File: src/hw/rtl/poi_record_stream_parser_macros.svh
// Assertion macros shared by the points-of-interest parser RTL.
// Each use expects signals named clock and reset in the calling module.
`ifndef POI_RECORD_STREAM_PARSER_MACROS_SVH
`define POI_RECORD_STREAM_PARSER_MACROS_SVH

// cond true at an edge implies expr true at that same edge
`define POI_ASSERT_IMPLY(label, cond, expr, msg) \
   label: assert property (@(posedge clock) disable iff (reset) (cond) |-> (expr)) \
      else $error(msg);

// cond true at an edge implies expr true at the following edge
`define POI_ASSERT_NEXT(label, cond, expr, msg) \
   label: assert property (@(posedge clock) disable iff (reset) (cond) |=> (expr)) \
      else $error(msg);

`endif

File: src/hw/rtl/poi_pkg.sv
// Package for the points-of-interest record stream parser.
// Holds parse phases, record type codes, skip counts and the result struct.
`timescale 1ns / 1ps
`default_nettype none

package poi_pkg;

   typedef enum logic [2:0] {
      PH_TYPE,
      PH_SKIP,
      PH_LENBYTE,
      PH_SIZE,
      PH_LON,
      PH_LAT,
      PH_NAME,
      PH_STOPPED
   } phase_type;

   typedef enum logic [1:0] {
      ST_OK,
      ST_TRUNCATED,
      ST_UNKNOWN
   } status_type;

   // record type bytes
   localparam logic [7:0] REC_SKIP20  = 8'h01;
   localparam logic [7:0] REC_POINT   = 8'h02;
   localparam logic [7:0] REC_SKIP6   = 8'h04;
   localparam logic [7:0] REC_SKIP8A  = 8'h05;
   localparam logic [7:0] REC_SKIP8B  = 8'h15;
   localparam logic [7:0] REC_SKIP9   = 8'h06;
   localparam logic [7:0] REC_LEN07   = 8'h07;
   localparam logic [7:0] REC_LEN08   = 8'h08;
   localparam logic [7:0] REC_LEN18   = 8'h18;
   localparam logic [7:0] REC_LEN09   = 8'h09;
   localparam logic [7:0] REC_LEN19   = 8'h19;
   localparam logic [7:0] REC_LEN0A   = 8'h0a;
   localparam logic [7:0] REC_LEN1A   = 8'h1a;
   localparam logic [7:0] REC_LEN0C   = 8'h0c;

   localparam int unsigned SKIP_W = 9;

   localparam logic [SKIP_W-1:0] SKIP_CNT20   = 9'd20;
   localparam logic [SKIP_W-1:0] SKIP_CNT6    = 9'd6;
   localparam logic [SKIP_W-1:0] SKIP_CNT8    = 9'd8;
   localparam logic [SKIP_W-1:0] SKIP_CNT9    = 9'd9;
   localparam logic [SKIP_W-1:0] LEN_SKIP_BASE = 9'd6;

   // point header: type + size + two coordinate words
   localparam logic [31:0] POINT_HDR_BYTES = 32'd13;
   localparam logic [31:0] POINT_MIN_NAMED = 32'd14;

   typedef struct packed {
      logic [7:0]         name_byte;
      logic               name_valid;
      logic signed [31:0] longitude_raw;
      logic signed [31:0] latitude_raw;
      logic               last_of_record;
      status_type         status;
   } rsp_type;

endpackage

`default_nettype wire

File: src/hw/rtl/poi_parse_core.sv
// Record parser state machine: phase, counters, word assembly, held coordinates.
// Depends on poi_pkg and the assertion macro header.
`timescale 1ns / 1ps
`default_nettype none

`include "poi_record_stream_parser_macros.svh"

module poi_parse_core (
   input  wire logic           clock,
   input  wire logic           reset,
   input  wire logic           advance,     // request taken this cycle
   input  wire logic [7:0]     data_byte,
   input  wire logic           end_of_file,
   output logic                emit,
   output poi_pkg::rsp_type    rsp
);

   poi_pkg::phase_type             phase_ff, phase_in, phase_step;
   logic [poi_pkg::SKIP_W-1:0]     skip_ff, skip_in, skip_dec, fixed_cnt;
   logic [31:0]                    word_ff, word_in, word_new;
   logic [1:0]                     idx_ff, idx_in;
   logic [31:0]                    name_rem_ff, name_rem_in, rem_dec;
   logic signed [31:0]             lon_ff, lon_in, lat_ff, lat_in;
   logic                           word_done, short_size, len_type, point_step;

   function automatic logic [poi_pkg::SKIP_W-1:0] fixed_skip(input logic [7:0] b);
      logic [poi_pkg::SKIP_W-1:0] n;
      begin
         unique case (b)
            poi_pkg::REC_SKIP20: n = poi_pkg::SKIP_CNT20;
            poi_pkg::REC_SKIP6:  n = poi_pkg::SKIP_CNT6;
            poi_pkg::REC_SKIP8A,
            poi_pkg::REC_SKIP8B: n = poi_pkg::SKIP_CNT8;
            poi_pkg::REC_SKIP9:  n = poi_pkg::SKIP_CNT9;
            default:             n = '0;
         endcase
         return n;
      end
   endfunction

   assign fixed_cnt = fixed_skip(data_byte);
   assign len_type  = (data_byte == poi_pkg::REC_LEN07) || (data_byte == poi_pkg::REC_LEN08) ||
                      (data_byte == poi_pkg::REC_LEN18) || (data_byte == poi_pkg::REC_LEN09) ||
                      (data_byte == poi_pkg::REC_LEN19) || (data_byte == poi_pkg::REC_LEN0A) ||
                      (data_byte == poi_pkg::REC_LEN1A) || (data_byte == poi_pkg::REC_LEN0C);

   assign skip_dec   = (skip_ff != '0) ? skip_ff - 1'b1 : skip_ff;
   assign rem_dec    = (name_rem_ff != '0) ? name_rem_ff - 32'd1 : name_rem_ff;
   assign word_new   = word_ff | (32'(data_byte) << {idx_ff, 3'b000});
   assign word_done  = (idx_ff == 2'd3);
   assign short_size = (name_rem_ff < poi_pkg::POINT_MIN_NAMED);

   // next state
   always_comb begin
      phase_step  = phase_ff;
      skip_in     = skip_ff;
      word_in     = word_ff;
      idx_in      = idx_ff;
      name_rem_in = name_rem_ff;
      lon_in      = lon_ff;
      lat_in      = lat_ff;
      unique case (phase_ff)
         poi_pkg::PH_TYPE: begin
            priority if (data_byte == poi_pkg::REC_POINT) begin
               lon_in     = '0;
               lat_in     = '0;
               word_in    = '0;
               idx_in     = '0;
               phase_step = poi_pkg::PH_SIZE;
            end else if (fixed_cnt != '0) begin
               skip_in    = fixed_cnt;
               phase_step = poi_pkg::PH_SKIP;
            end else if (len_type) begin
               phase_step = poi_pkg::PH_LENBYTE;
            end else begin
               phase_step = poi_pkg::PH_STOPPED;
            end
         end
         poi_pkg::PH_SKIP: begin
            skip_in = skip_dec;
            if (skip_dec == '0) begin
               phase_step = poi_pkg::PH_TYPE;
            end
         end
         poi_pkg::PH_LENBYTE: begin
            skip_in    = poi_pkg::LEN_SKIP_BASE + {1'b0, data_byte};
            phase_step = poi_pkg::PH_SKIP;
         end
         poi_pkg::PH_SIZE, poi_pkg::PH_LON, poi_pkg::PH_LAT: begin
            if (word_done) begin
               word_in = '0;
               idx_in  = '0;
               unique case (phase_ff)
                  poi_pkg::PH_SIZE: begin
                     name_rem_in = word_new;
                     phase_step  = poi_pkg::PH_LON;
                  end
                  poi_pkg::PH_LON: begin
                     lon_in     = word_new;
                     phase_step = poi_pkg::PH_LAT;
                  end
                  default: begin
                     lat_in = word_new;
                     if (short_size) begin
                        name_rem_in = '0;
                        phase_step  = poi_pkg::PH_TYPE;
                     end else begin
                        name_rem_in = name_rem_ff - poi_pkg::POINT_HDR_BYTES;
                        phase_step  = poi_pkg::PH_NAME;
                     end
                  end
               endcase
            end else begin
               word_in = word_new;
               idx_in  = idx_ff + 2'd1;
            end
         end
         poi_pkg::PH_NAME: begin
            name_rem_in = rem_dec;
            if (rem_dec == '0) begin
               phase_step = poi_pkg::PH_TYPE;
            end
         end
         poi_pkg::PH_STOPPED: begin
         end
         default: phase_step = poi_pkg::PH_TYPE;
      endcase

      phase_in = phase_step;
      if (end_of_file) begin
         phase_in    = poi_pkg::PH_TYPE;
         skip_in     = '0;
         word_in     = '0;
         idx_in      = '0;
         name_rem_in = '0;
      end
   end

   assign point_step = (phase_step == poi_pkg::PH_SIZE) || (phase_step == poi_pkg::PH_LON) ||
                       (phase_step == poi_pkg::PH_LAT)  || (phase_step == poi_pkg::PH_NAME);

   // result
   always_comb begin
      emit = 1'b0;
      rsp  = '0;
      unique case (phase_ff)
         poi_pkg::PH_TYPE: begin
            if (data_byte != poi_pkg::REC_POINT && fixed_cnt == '0 && !len_type) begin
               emit       = 1'b1;
               rsp.status = poi_pkg::ST_UNKNOWN;
            end
         end
         poi_pkg::PH_LAT: begin
            if (word_done && short_size) begin
               emit               = 1'b1;
               rsp.last_of_record = 1'b1;
               rsp.longitude_raw  = lon_ff;
               rsp.latitude_raw   = word_new;
            end
         end
         poi_pkg::PH_NAME: begin
            emit               = 1'b1;
            rsp.name_byte      = data_byte;
            rsp.name_valid     = 1'b1;
            rsp.longitude_raw  = lon_ff;
            rsp.latitude_raw   = lat_ff;
            rsp.last_of_record = (rem_dec == '0);
         end
         default: begin
         end
      endcase

      // file ended with a point record still open
      if (end_of_file && point_step) begin
         emit               = 1'b1;
         rsp.status         = poi_pkg::ST_TRUNCATED;
         rsp.last_of_record = 1'b1;
         rsp.longitude_raw  = lon_in;
         rsp.latitude_raw   = lat_in;
      end
   end

   always_ff @(posedge clock) begin
      if (reset) begin
         phase_ff    <= poi_pkg::PH_TYPE;
         skip_ff     <= '0;
         word_ff     <= '0;
         idx_ff      <= '0;
         name_rem_ff <= '0;
         lon_ff      <= '0;
         lat_ff      <= '0;
      end else if (advance) begin
         phase_ff    <= phase_in;
         skip_ff     <= skip_in;
         word_ff     <= word_in;
         idx_ff      <= idx_in;
         name_rem_ff <= name_rem_in;
         lon_ff      <= lon_in;
         lat_ff      <= lat_in;
      end
   end

   `POI_ASSERT_IMPLY(a_unknown_clean, emit && rsp.status == poi_pkg::ST_UNKNOWN, rsp.longitude_raw == 0 && rsp.latitude_raw == 0 && !rsp.name_valid, "unknown-type result carries data")
   `POI_ASSERT_IMPLY(a_stopped_quiet, phase_ff == poi_pkg::PH_STOPPED && !end_of_file, !emit, "result while parsing is stopped")
   `POI_ASSERT_NEXT(a_eof_resets, advance && end_of_file, phase_ff == poi_pkg::PH_TYPE && idx_ff == 2'd0, "end of file did not return to type phase")

endmodule

`default_nettype wire

File: src/hw/rtl/poi_out_skid.sv
// Result output register with one skid entry, so one more request can be taken under a stall.
// Depends on poi_pkg and the assertion macro header.
`timescale 1ns / 1ps
`default_nettype none

`include "poi_record_stream_parser_macros.svh"

module poi_out_skid (
   input  wire logic              clock,
   input  wire logic              reset,
   input  wire logic              push_valid,
   input  poi_pkg::rsp_type       push_data,
   output logic                   push_ready,
   output logic                   out_valid,
   output poi_pkg::rsp_type       out_data,
   input  wire logic              out_ready
);

   logic             out_vld_ff, out_vld_in, skid_vld_ff, skid_vld_in;
   poi_pkg::rsp_type out_ff, out_in, skid_ff, skid_in;
   logic             out_free;

   assign push_ready = !skid_vld_ff;
   assign out_free   = !out_vld_ff || out_ready;
   assign out_valid  = out_vld_ff;
   assign out_data   = out_ff;

   always_comb begin
      out_vld_in  = out_vld_ff;
      out_in      = out_ff;
      skid_vld_in = skid_vld_ff;
      skid_in     = skid_ff;
      if (out_free) begin
         if (skid_vld_ff) begin
            out_vld_in  = 1'b1;
            out_in      = skid_ff;
            skid_vld_in = 1'b0;
         end else begin
            out_vld_in = push_valid;
            out_in     = push_data;
         end
      end else if (push_valid) begin
         skid_vld_in = 1'b1;
         skid_in     = push_data;
      end
   end

   always_ff @(posedge clock) begin
      if (reset) begin
         out_vld_ff  <= 1'b0;
         skid_vld_ff <= 1'b0;
      end else begin
         out_vld_ff  <= out_vld_in;
         skid_vld_ff <= skid_vld_in;
      end
      out_ff  <= out_in;
      skid_ff <= skid_in;
   end

   `POI_ASSERT_IMPLY(a_skid_behind_out, skid_vld_ff, out_vld_ff, "skid entry held with empty output")
   `POI_ASSERT_NEXT(a_stall_to_skid, out_vld_ff && !out_ready && push_valid && !skid_vld_ff, skid_vld_ff && out_vld_ff, "stalled result lost")

endmodule

`default_nettype wire

File: src/hw/rtl/poi_record_stream_parser.sv
// Points-of-interest record stream parser, top level.
// Results: each result is registered in the output stage, or held in the skid entry under a stall, before rsp_*.
// Throughput: one byte per cycle while req_tready is high; the phase update and counter step are made per byte.
// Stalls: a result blocked by rsp_tready waits in a skid entry, and req_tready is low meanwhile.
// Reset: synchronous, active high; parser returns to expecting a type byte, output empties.
// Depends on poi_pkg, poi_parse_core and poi_out_skid.
`timescale 1ns / 1ps
`default_nettype none

module poi_record_stream_parser (
   input  wire logic         clock,
   input  wire logic         reset,
   // request channel: one file byte per request
   input  wire logic         req_tvalid,
   output logic              req_tready,
   input  wire logic [7:0]   req_tdata,   // [7:0] data_byte
   input  wire logic         req_tlast,   // end_of_file
   // result channel
   output logic              rsp_tvalid,
   input  wire logic         rsp_tready,
   output logic [71:0]       rsp_tdata,   // [7:0] name_byte, [39:8] longitude_raw,
                                          // [71:40] latitude_raw
   output logic              rsp_tlast,   // last_of_record
   output logic [2:0]        rsp_tuser    // [0] name_valid, [2:1] status
);

   logic             req_take;
   logic             emit;
   poi_pkg::rsp_type core_rsp, out_rsp;

   // a request is taken whenever the skid entry is free
   assign req_take = req_tvalid && req_tready;

   poi_parse_core u_core (
      .clock       (clock),
      .reset       (reset),
      .advance     (req_take),
      .data_byte   (req_tdata),
      .end_of_file (req_tlast),
      .emit        (emit),
      .rsp         (core_rsp)
   );

   poi_out_skid u_out (
      .clock      (clock),
      .reset      (reset),
      .push_valid (req_take && emit),
      .push_data  (core_rsp),
      .push_ready (req_tready),
      .out_valid  (rsp_tvalid),
      .out_data   (out_rsp),
      .out_ready  (rsp_tready)
   );

   assign rsp_tdata = {out_rsp.latitude_raw, out_rsp.longitude_raw, out_rsp.name_byte};
   assign rsp_tlast = out_rsp.last_of_record;
   assign rsp_tuser = {out_rsp.status, out_rsp.name_valid};

endmodule

`default_nettype wire
File: config.mk
export PLATFORM = sky130hd
export DESIGN_NAME = poi_record_stream_parser
export DESIGN_NICKNAME = d
export VERILOG_FILES = /design/src/hw/rtl/poi_pkg.sv /design/src/hw/rtl/poi_parse_core.sv /design/src/hw/rtl/poi_out_skid.sv /design/src/hw/rtl/poi_record_stream_parser.sv
export VERILOG_INCLUDE_DIRS = /design/src /design/src/hw/rtl
export SDC_FILE = /design/constraint.sdc
export NUM_CORES = 1
export LEC_CHECK = 0
export ABC_AREA = 1
export BUFFER_PORTS_ARGS = -buffer_cell sky130_fd_sc_hd__buf_2
export CORE_AREA = 2 2 174 176
export CTS_CLUSTER_DIAMETER = 40
export DETAILED_ROUTE_END_ITERATION = 10
export DIE_AREA = 0 0 176 178
export PLACE_DENSITY = 0.8
export SYNTH_ARGS = -nofsm -noshare
export SYNTH_HDL_FRONTEND = slang
export SYNTH_HIERARCHICAL = 1
export SYNTH_SLANG_ARGS = --single-unit
File: constraint.sdc
create_clock -name clock -period 6.91 [get_ports clock]
set_input_delay 1.382 -clock clock [delete_from_list [all_inputs] [get_ports clock]]
set_output_delay 1.382 -clock clock [all_outputs]
set_load 0.01 [all_outputs]
=== Yosys cells after proc, flatten, opt, wreduce, memory -nomap -nowiden ===
Index checks and enable logic that the tools add are counted.
Widths: inputs -> output; s select.

* Bits in registers: 296
* Bits of input ports: 13
* Output and inout port bits: 78

* $add $sub $neg: 5
* Magnitude comparators: 1
* Equal/unequal tests: 31
* Shift-type cells: 1
* Muxes and demuxes: 50
* Bitwise gates (word level): 2
* Reductions and logical operators: 38

{| class="wikitable"
|+ Operator list
! operator !! count
|-
| $mux 32 || 13
|-
| $pmux 32 s2 || 5
|-
| $pmux 65 s2 || 1
|-
| $mux 76 || 1
|-
| $mux 67 || 1
|-
| $mux 65 || 1
|-
| $mux 9 || 5
|-
| $eq 8x3->1 const B || 4
|-
| $eq 8x4->1 const B || 4
|-
| $eq 8x5->1 const B || 4
|-
| $logic_not 32->1 || 1
|-
| $lt 32x4->1 const B || 1
|-
| $or 32x32->32 || 1
|-
| $reduce_bool 32->1 || 1
|-
| $shl 8x5->32 || 1
|-
| $sub 32x1->32 const B || 1
|-
| $sub 32x4->32 const B || 1
|-
| $pmux 9 s3 || 1
|-
| $mux 3 || 8
|-
| $pmux 5 s4 || 1
|-
| $eq 3x3->1 const B || 6
|-
| $logic_not 9->1 || 2
|-
| $reduce_bool 9->1 || 2
|-
| $pmux 3 s5 || 1
|-
| other kinds (28) || 61
|}

=== Depth between registers and ports, before layout ===
* Word-level depth: 20
* Gate-level depth with buffers: 26
* Depth with buffers taken out: 23

=== Modules after synthesis ===
Netlist, hierarchy kept.

{| class="wikitable"
|+ By module, submodules not included
! module !! times used !! cells an instance !! area an instance (um^2) !! seq. area each (um^2)
|-
| poi_parse_core || 1 || 1,822 || 10,631.4 || 2,842.7
|-
| poi_out_skid || 1 || 410 || 5,622.9 || 4,604.4
|-
| poi_record_stream_parser || 1 || 4 || 17.5 || 0.0
|}

=== Least setup slack after synthesis ===
Ideal clock, no wire load.

* Kind: input to register
* Start point: in rsp_tready
* End point: reg u_out/skid_ff[0] in the netlist's numbering (enable)
* Library setup time: 0.510 ns
* Data arrival time: 6.526 ns
* Slack: -0.126 ns
* Stages on the path: 3
* Path through: inv_1 nand2_1 nor2_1

* Longest elaborated chain between the ends: 3

{| class="wikitable"
|+ Ends and longest elaborated chain
! what !! RTL line !! RTL
|-
| from (decl) || poi_record_stream_parser.sv:20 || <nowiki>input wire logic rsp_tready,</nowiki>
|-
| $logic_or 1x1->1 || poi_out_skid.sv:24 || <nowiki>assign out_free = !out_vld_ff || out_ready;</nowiki>
|-
| net u_out.out_free || poi_out_skid.sv:21 || <nowiki>logic out_free;</nowiki>
|-
| $not 1->1 (no line) || - ||
|-
| $reduce_and 2->1 (no line) || - ||
|-
| to (signal assigned) || poi_out_skid.sv:57 || <nowiki>skid_ff <= skid_in;</nowiki>
|-
| to (decl) || poi_out_skid.sv:20 || <nowiki>poi_pkg::rsp_type out_ff, out_in, skid_ff, skid_in;</nowiki>
|}

The timed path passes the listed nets, and every way through them passes these cells.
A chain may end at the register's enable or synchronous reset.

=== Worst setup path in the final report ===
* Start point: reg u_core.name_rem_ff[0]
* End point: reg u_out/skid_ff[54] in the netlist's numbering (enable)

* Longest elaborated chain between the ends: 13

{| class="wikitable"
|+ Ends and longest elaborated chain
! what !! RTL line !! RTL
|-
| from (decl) || poi_parse_core.sv:22 || <nowiki>logic [31:0] name_rem_ff, name_rem_in, rem_dec;</nowiki>
|-
| from (signal assigned) || poi_parse_core.sv:197 || <nowiki>name_rem_ff <= name_rem_in;</nowiki>
|-
| $sub 32x1->32, or another cell as far along || poi_parse_core.sv:48 || <nowiki>assign rem_dec = (name_rem_ff != '0) ? name_rem_ff - 32'd1 : name_rem_ff;</nowiki>
|-
| $mux 32 or $mux 3 (tied branches) || poi_parse_core.sv:48, poi_parse_core.sv:104 ||
|-
| $logic_not 32->1 or $pmux 3 s2 (tied branches) || poi_parse_core.sv:120, poi_parse_core.sv:93 ||
|-
| $mux 3 (on tied branches) || poi_parse_core.sv:120, poi_parse_core.sv:90 ||
|-
| $pmux 3 s5 || poi_parse_core.sv:62 || <nowiki>unique case (phase_ff)</nowiki>
|-
| $eq 3x2->1 or $eq 3x3->1 (tied branches) || poi_parse_core.sv:139 || <nowiki>assign point_step = (phase_step == poi_pkg::PH_SIZE) || (phase_step == poi_pkg::PH_LON) ||</nowiki>
|-
| $logic_or 1x1->1 (2 in series) || poi_parse_core.sv:139 ||
|-
| $logic_or 1x1->1 || poi_parse_core.sv:140 || <nowiki>(phase_step == poi_pkg::PH_LAT) || (phase_step == poi_pkg::PH_NAME);</nowiki>
|-
| $logic_and 1x1->1 || poi_parse_core.sv:174 || <nowiki>if (end_of_file && point_step) begin</nowiki>
|-
| $mux 1 * || poi_parse_core.sv:174 ||
|-
| net emit || poi_record_stream_parser.sv:28 || <nowiki>logic emit;</nowiki>
|-
| $logic_and 1x1->1 * || poi_record_stream_parser.sv:47 || <nowiki>.push_valid (req_take && emit),</nowiki>
|-
| $reduce_and 2->1 (no line) * || - ||
|}

Mark *: on every way through the listed nets, which the timed path passes. The rest lies on a longest branch.

==> impl_metrics.json <==
{
  "outcome": "completed",
  "drt_pass1_iterations": 7,
  "slew_violations": 0,
  "dieWidth_um": 176,
  "num_antenna_cells": 0,
  "cts_tree": "done",
  "seq_area_frac_synth": 0.458,
  "ys_top_cells_by_count": "nand2_1 (682), inv_1 (277), nor2_1 (166), edfxtp_1 (152), a21oi_1 (150)",
  "pwr-share-clk": 0.209,
  "postRouteAntennaNets": 0,
  "drcViolationCount": 0,
  "cts_buffers": 40,
  "dpl.hpwl_um": 30200,
  "fmax_mhz": 223,
  "slew_headroom": 0.121,
  "final_cell_area_um2": 18200,
  "crit_required_ps": 7090,
  "synth_edf_count": 152,
  "cts_num_sinks": 296,
  "synth.distinct_cells": 35,
  "yosysTopAreaCellShare": 0.281,
  "async_flop_share": 0,
  "p_leak_nw": 8.11,
  "slowest_stage": "nand2_1",
  "grt_pass1_wl_um": 74000,
  "cp.arrival_ps": 4670,
  "drt_iter0_markers": 2071,
  "switchingPower_mw": 4.90,
  "worst_pin_slew_ps": 1310,
  "worstSetupPathType": "reg -> reg",
  "p_comb_frac": 0.572,
  "start_util": 0.553,
  "ys_ff_latch": 296,
  "path_clk_slew_ps": 50,
  "die_h_um": 178,
  "gp_congestion": 1.08,
  "syn_inst": 2236,
  "htree_levels": 2,
  "via_per_inst": 5.86,
  "dpl-instance-area_um2": 16800,
  "hp-class": "reg -> reg",
  "setup_viol": 0,
  "nets": 2273,
  "ys_warn_count": 6,
  "worstPathMaxFanout": 69,
  "finalCritPeriodShare": 0.650,
  "grt_pass1_vias": 14100,
  "start_kind": "register",
  "cts_hold_buf": 0,
  "drive_above_1_share": 0.0940,
  "rsz0062_at_grt": "false",
  "cp_top_family": "simple AND/OR/NAND/NOR gates",
  "path_cells": "inv_1 -> ha_1 -> nand2_2 -> nor2_4 -> nand2_2 -> inv_2 -> nand2_1 -> o21ai_0 -> nand2_1 -> nor2_1 -> nand2_1 -> nor2_1 -> nand2_1 -> nand2_1 -> nand2_1 -> nand3_2 -> nand3_2 -> nand2_1 -> inv_1 -> nor2_2 -> inv_1 -> nor2_4 -> buf_12",
  "ys.flop_type": "edfxtp_1",
  "period_minus_slack_ps": 4490,
  "max_stage_delay_ps": 550,
  "path_buf_inv": 5,
  "critPathMostFrequentCell": "nand2_1",
  "port_buffers": 90,
  "p_int_mw": 5.06,
  "netlist_area_um2": 16300,
  "cts_max_path_buffers": 3,
  "maxCapViolCount": 0,
  "ir_worst_vdd_uv": 569,
  "dp.cells": 2604,
  "finish.utilization": 0.618,
  "clk_latency_ps": 530,
  "antenna_found_initial": 1,
  "synth_nets": 2253,
  "yosys.area.top_type": "edfxtp_1",
  "post_cts_buffers": 0,
  "grtUsageTotal": 0.297,
  "ctsResizeCount": 0,
  "routed_wl_um": 47600,
  "endpoint_kind": "register",
  "p_per_area_nw_per_um2": 548,
  "dieArea_um2": 31300,
  "syn_avg_cell_area_um2": 7.28,
  "vias": 15700,
  "seqPwrFrac": 0.219,
  "row_count": 63,
  "tns_ps": 0,
  "netlist_top_cells_area": "edfxtp_1 (28%), dfxtp_1 (18%), nand2_1 (16%), inv_1 (6.4%), a21oi_1 (4.6%)",
  "grt_overflow": 0,
  "root_buffer": "clkbuf_16",
  "grt_max_degree": 144,
  "core_area_um2": 29400,
  "wl_per_cell_um": 17.8,
  "final_cells": 2678,
  "total_power_mw": 9.96,
  "syn2layout_area_growth_pct": 11.7,
  "yosysMostFrequentCell": "nand2_1",
  "clock_skew_ps": 20.1,
  "hold_violations": 0,
  "io_pins": 91,
  "p_sw_frac": 0.492
}
per-layer routing:
| metal | track usage | routed length (um) | share of wire |
|---|---|---|---|
| met5 | 0 | 0 | 0 |
| met4 | 0.154 | 2570 | 0.054 |
| met3 | 0.0573 | 5030 | 0.11 |
| met2 | 0.451 | 20800 | 0.44 |
| met1 | 0.406 | 19200 | 0.40 |
per-stage QoR:
| step | setup WS (ps) | hold WS [ps] |
|---|---|---|
| after detailed placement | 2500 | 456 |
| after global routing | 2100 | 476 |
| after CTS | 2580 | 464 |
| final | 2420 | 462 |
| after global placement | 2590 | 448 |
| after floorplan | 1300 | 440 |
tightest hold or removal path: cells and delay by family, from the launching register on:
| family | cells | cell delay, ps |
|---|---|---|
| flops | 1 | 300 |
| simple gates | 1 | 60 |
| compound gates | 1 | 50 |
state kept, by name, summed over array words and instances (netlist names):
signal              flops
u_out/skid_vld_ff       1
u_core/phase_ff         3
u_out/out_valid         1
u_core/name_rem_ff     32
u_core/lon_ff          32
u_out/skid_ff          76
u_core/word_ff         32
u_core/idx_ff           2
u_core/skip_ff          9
u_core/lat_ff          32
u_out/out_data         76
cell usage in the layout (no fill, tap or decap), types with 89 or more instances in the layout:
master,netlist,final
o22ai_1,98,98
nor2_1,166,164
dfxtp_1,144,143
inv_1,277,276
nand3_1,96,95
buf_2,22,89
edfxtp_1,152,152
a21oi_1,150,147
o21ai_0,127,127
nand2_1,682,681
kinds of logic after synthesis:
kind of cell             after synthesis  synth area share
XOR/XNOR                              31            0.0167
flip-flops                           296             0.458
buffers and inverters                423             0.106
AND/OR/NAND/NOR                     1049             0.266
adder cells (fa/ha/maj)                4           0.00308
AO/OA/AOI/OAI                        433             0.151
power groups by stage:
stage | Sequential, mW | Combinational (mW) | Clock [mW]
floorplan | 2.21 | 4.64 | 0
global placement | 2.18 | 4.79 | 0
detailed placement | 2.21 | 5.38 | 0
CTS | 2.17 | 5.41 | 2.10
global route | 2.22 | 6.85 | 2.17
finish | 2.18 | 5.70 | 2.08
final cells by class:
type	instances	area (um^2)
Fill cell	2530	11200
Sequential cell	296	7450
Multi-Input combinational cell	1517	7140
Clock buffer	47	1090
Inverter	286	1070
Timing Repair Buffer	115	657
Tap cell	390	488
Clock inverter	27	284
worst paths after layout:
path,endpoint,from,depth (start not counted),slack (ps)
worst max-delay path,u_out/skid_ff[54],u_core/name_rem_ff[0],23,2420
worst min register to register,u_core/word_ff[20],u_core/word_ff[20],2,460
worst min-delay path,u_core/word_ff[20],u_core/word_ff[20],2,460
worst max register to register,u_out/skid_ff[54],u_core/name_rem_ff[0],23,2420
Note: power is estimated with default switching activity, not from simulation.
